**src/rtl/vmp_pkg.sv**
```systemverilog
`default_nettype none

package vmp_pkg;

  localparam int MAX_DIM    = 256;
  localparam int ADDR_W     = $clog2(MAX_DIM);
  localparam int DIM_W      = 9;
  localparam int DATA_W     = 32;
  localparam int ACC_W      = 64;
  localparam int FRAC_BITS  = 16;

  typedef enum logic {
    OP_LOAD = 1'b0,
    OP_MAC  = 1'b1
  } opcode_t;

  typedef enum logic {
    REG_NUM_ROWS = 1'b0,
    REG_NUM_COLS = 1'b1
  } reg_index_t;

  // Control that travels with one matrix word down the MAC pipeline.
  typedef struct packed {
    logic              col_end;
    logic              final_col;
    logic [ADDR_W-1:0] col;
  } mac_tag_t;

  // Last valid index for a size register: 0 acts as 1, above MAX_DIM acts as MAX_DIM.
  function automatic logic [ADDR_W-1:0] bound_m1(input logic [DIM_W-1:0] size);
    logic [DIM_W-1:0] m1;
    m1 = size - DIM_W'(1);
    if (size == '0) begin
      bound_m1 = '0;
    end else if (size > DIM_W'(MAX_DIM)) begin
      bound_m1 = ADDR_W'(MAX_DIM - 1);
    end else begin
      bound_m1 = m1[ADDR_W-1:0];
    end
  endfunction

endpackage

`default_nettype wire

```
**src/rtl/vmp_mac.sv**
```systemverilog
`default_nettype none

module vmp_mac (
  input  wire logic                           clk,
  input  wire logic                           rst,
  input  wire logic                           valid,
  input  wire logic signed [vmp_pkg::DATA_W-1:0] matrix_word,
  input  wire logic signed [vmp_pkg::DATA_W-1:0] vector_word,
  input  wire vmp_pkg::mac_tag_t              tag,
  output logic                                done,
  output logic [vmp_pkg::ADDR_W-1:0]          column_index,
  output logic signed [vmp_pkg::DATA_W-1:0]   result,
  output logic                                last,
  output logic                                saturated
);
  import vmp_pkg::*;

  // Multiply stage.
  logic                     prod_valid;
  logic signed [ACC_W-1:0]  prod;
  mac_tag_t                 prod_tag;

  // Accumulate stage.
  logic signed [ACC_W-1:0]  acc;
  logic signed [ACC_W-1:0]  acc_sum;
  logic signed [ACC_W-1:0]  prod_shifted;
  logic                     over_hi;
  logic                     over_lo;

  always_ff @(posedge clk) begin
    if (rst) begin
      prod_valid <= 1'b0;
    end else begin
      prod_valid <= valid;
    end
    prod     <= ACC_W'(matrix_word) * ACC_W'(vector_word);
    prod_tag <= tag;
  end

  always_comb begin
    prod_shifted = prod >>> FRAC_BITS;
    acc_sum      = acc + prod_shifted;
    // The sum fits in 32 bits only when its upper bits all copy bit 31.
    over_hi      = !acc_sum[ACC_W-1] && (acc_sum[ACC_W-2:DATA_W-1] != '0);
    over_lo      = acc_sum[ACC_W-1] && (acc_sum[ACC_W-2:DATA_W-1] != '1);
  end

  always_ff @(posedge clk) begin
    if (rst) begin
      acc  <= '0;
      done <= 1'b0;
    end else begin
      done <= prod_valid && prod_tag.col_end;
      if (prod_valid) begin
        acc <= prod_tag.col_end ? '0 : acc_sum;
      end
    end
    if (prod_valid && prod_tag.col_end) begin
      column_index <= prod_tag.col;
      last         <= prod_tag.final_col;
      saturated    <= over_hi || over_lo;
      if (over_hi) begin
        result <= {1'b0, {(DATA_W-1){1'b1}}};
      end else if (over_lo) begin
        result <= {1'b1, {(DATA_W-1){1'b0}}};
      end else begin
        result <= acc_sum[DATA_W-1:0];
      end
    end
  end

  a_done_follows_word: assert property (@(posedge clk) disable iff (rst)
    done |-> $past(valid, 2) && $past(tag.col_end, 2))
    else $error("result strobe without a column-ending word two cycles earlier");

  a_sat_clamps: assert property (@(posedge clk) disable iff (rst)
    (done && saturated) |->
      (result == {1'b0, {(DATA_W-1){1'b1}}}) || (result == {1'b1, {(DATA_W-1){1'b0}}}))
    else $error("saturated result not at a 32-bit limit");

  a_acc_cleared: assert property (@(posedge clk) disable iff (rst)
    done |-> (acc == '0))
    else $error("accumulator not cleared after a column");

endmodule

`default_nettype wire

```
**config.mk**
```make
export PLATFORM = sky130hd
export DESIGN_NAME = vmp_mac
export DESIGN_NICKNAME = d
export VERILOG_FILES = /design/src/rtl/vmp_pkg.sv /design/src/rtl/vmp_mac.sv
export SDC_FILE = /design/constraint.sdc
export NUM_CORES = 2
export LEC_CHECK = 0
export BUFFER_PORTS_ARGS = -buffer_cell sky130_fd_sc_hd__buf_2
export CORE_MARGIN = 2
export CORE_UTILIZATION = 40
export CTS_CLUSTER_DIAMETER = 100
export DETAILED_ROUTE_END_ITERATION = 8
export GPL_TIMING_DRIVEN = 0
export HOLD_SLACK_MARGIN = 0.12
export PLACE_DENSITY = 0.62
export SYNTH_ARGS = -nofsm -noshare
export SYNTH_HDL_FRONTEND = slang
export SYNTH_SLANG_ARGS = --single-unit
```
**constraint.sdc**
```tcl
create_clock -name clk -period 8.2 [get_ports clk]
set_input_delay 0.82 -clock clk [delete_from_list [all_inputs] [get_ports clk]]
set_output_delay 0.82 -clock clk [all_outputs]
set_load 0.02 [all_outputs]
```
==> summary.txt <==
Finish
  • Area of the multi-input gates: 36,100 um2
  • Fin area: roughly 50,000 um2
  • Most frequent cells in the layout: fa_1, inv_1, nand2_1
  • FF/Latch Area: 3740 um2
  • Most common cell after layout, fill and taps aside: fa_1
  • Share of cells above drive strength 1: around an eighth
  • Area grow syn2layout: 15.0%
  • Fin util: 46.4%
  • Fillers: 10,300
  • Fin nets: roughly 6,300

Route
  • DRT iter0 DRCs: about 3,400
  • Final ANT Viol Nets: 0
  • 1st-pass router iterations: 6
  • DRC violations left: 0
  • Routed wire length per instance: approximately 25 um
  • Vias per cell: 5.34
  • Total wire length: roughly 160,000 um
  • Via count: between 30,000 and 40,000

Die
  • Core box area: roughly 110,000 um2
  • Boundary pin count: 120
  • Die X: 335 um
  • Initial Util: between 40% and 50%
  • Die ar.: 112,000 um2
  • Row count: ~120
  • Die H: approximately 340 um

Timing
  • Unrepaired setup endpoints after global routing: yes
  • Fin crit share: 105%
  • Fmax: 0.116 GHz
  • Final setup violating endpoints: 7
  • Fin. max-slew vios: 0
  • Final Hold Fails: 0
  • Final worst setup slack: -0.408 ns
  • Layout Skew: 0.0153 ns
  • Worst-Margin Slew: between 1 and 1.5 ns
  • Period minus WS final: around 8.6 ns
  • Relative slew margins: 16.8%

Placed design
  • RePlAce Congestion: 1.02
  • IO buf count: 118
  • Detailed Place HPWL: 132,000 um
  • Post-Place Cell Area: around 46,000 um2

Synthesis
  • Synthesized cell area: 43,900 um2
  • Syn. warnings: 0
  • Post-synth top area cell: fa_1
  • Yosys top cell area share: 49.3%
  • Async set-or-reset flop fraction in the synthesized netlist: 0%
  • Post-Synthesis Cells: between 4,000 and 5,000
  • Sequential cell area fraction in the yosys report: 8.52%
  • Post-synth EDFFs: 42
  • Mapped Nets: between 6,000 and 7,000
  • Post-synth top flop: dfxtp_1
  • FF+latch count, synth: 166
  • Synth area leaders: fa_1, inv_1, and2_1
  • Syn avg cell area: approximately 9.4 um2
  • Library cells used by synthesis: a little over 80

Clock network
  • Number of clock sinks: between 150 and 200
  • Root buffer cell: clkbuf_16
  • Max clock buf depth: 2
  • Clock latency at the later pin of the worst-skew pair: 0.46 ns
  • CTS H-tree depth: 4
  • Worst-path clk slew: 0.07 ns
  • CTS tree: yes
  • CTS Hold Bufs: 0
  • CTS Buf Count: 17

Worst setup path
  • Critical R2R Launch: acc[0]
  • CP most frequent cell: fa_1
  • Crit end category: flop
  • Data required time of the critical path: 8.54 ns
  • CP Launch Type: primary input
  • CP max FO: 10
  • CP max stage delay: 0.64 ns
  • CP Class: in2reg
  • CP arrival: 8.95 ns
  • Critical path's slowest cell: fa_2
  • Worst Setup SP: matrix_word[24]

Global route
  • Initial antenna violation count: 22
  • Vias in the first global route: 35,900
  • GRT Resource Usage Total: between 20 and 30%
  • GRT overflow: 0
  • Largest net degree at the start of global routing: 44
  • First-pass GRT wire length: 233,000 um

Min path
  • Min-Delay Path Class: reg2reg
  • Hold path start: prod_tag[5]

Run status
  • Status: complete, but fails checks
  • Failing checks: negative setup slack

Run
  • Max_cap viols: 0
## what timing repair did
item	CTS	global route
setup endpoints to repair	32	13
buffers inserted	98	15
pin swaps	87	47
gates cloned	0	1
endpoints found under the hold margin	0	0
resized for setup	633	109
## worst max-delay path, delay by kind of cell
family / cells / cell delay, ns
simple gates: 6 / 1.17
xor+xnor: 1 / 0.27
compound gates: 7 / 1.46
buf+inv: 7 / 0.91
fa+ha+maj: 9 / 4.29
## layer usage
layer | track usage, % | vias to the layer above | part of all wire [%]
li1 | - | 14400 | -
met1 | 38.8 | 17400 | 41
met2 | 43.9 | 1670 | 43
met3 | 6.36 | 368 | 11
met4 | 12.3 | 2 | 5.3
met5 | 0 | - | 0.013
## registers in the layout (all words and copies together), names as in the netlist
name and count:
saturated 1, prod 48, last 1, prod_valid 1
acc 64, done 1, prod_tag 10, result 32
column_index 8
## cell usage after synthesis (5+ instances only)
master,number
o31ai_1,9
o21a_1,22
nor4_1,7
or3_1,7
nor3_1,24
dfxtp_1,124
o2bb2ai_1,5
a22oi_1,49
edfxtp_1,42
nand2_1,569
nor2b_1,26
a311oi_1,7
and3_1,11
xnor2_1,71
nor2_1,166
o21ai_1,13
and4_1,6
a31oi_1,7
a21o_1,45
nand4_1,26
fa_1,1082
buf_2,11
nand2b_1,18
and2_1,498
a21bo_1,18
o21ai_0,50
nand4b_1,6
o21bai_1,17
ha_1,243
inv_1,997
xor2_1,35
clkbuf_1,224
nand3_1,18
a211oi_1,9
a21oi_1,123
## path summary, 6_finish.rpt
check / to / slack [ns] / depth (start not counted)
setup / recovery: prod[63] / -0.41 / 30
hold / removal: column_index[5] / 0.41 / 0
setup reg to reg: result[25] / 3.01 / 17
hold reg to reg: column_index[5] / 0.41 / 0
## kinds of logic after synthesis
family                     count (synthesis)  synth area share (%)
buffers and inverters                   1237                  10.6
xor gates and xnor gates                 107                  2.15
DFF                                      166                  8.52
adders and majority gates               1325                  56.2
muxes                                      3                0.0684
and+or+nand+nor                         1397                  15.7
AOI/OAI and AO/OA                        430                  6.68
## layout make-up
cell class | instances | area share [%]
repair buffers | 231 | 3.47
multi-input cells | 3262 | 71.5
diodes | 8 | 0.0396
well taps | 1414 | 3.50
flip-flops and latches | 166 | 7.41
inverters | 997 | 7.42
clock inverters | 15 | 0.305
plain buffers | 240 | 5.52
clock buffers | 17 | 0.842
## per-stage QoR
step | TNS, ns | setup slack (ns) | cells | hold WS [ns]
after floorplan | 0 | 0.0423 | 4665 | 0.386
after global placement | -109.77 | -3.97 | 6197 | 0.387
after detailed placement | -45.03 | -2.56 | 6198 | 0.389
after CTS | -1.97 | -0.410 | 6327 | 0.407
after global routing | -3.02 | -0.548 | 6345 | 0.416
final | -1.65 | -0.408 | 6350 | 0.406
Power is left out: the tool's default activity adds up to more than one toggle a clock period on the data nets, which glitch-free logic cannot reach.
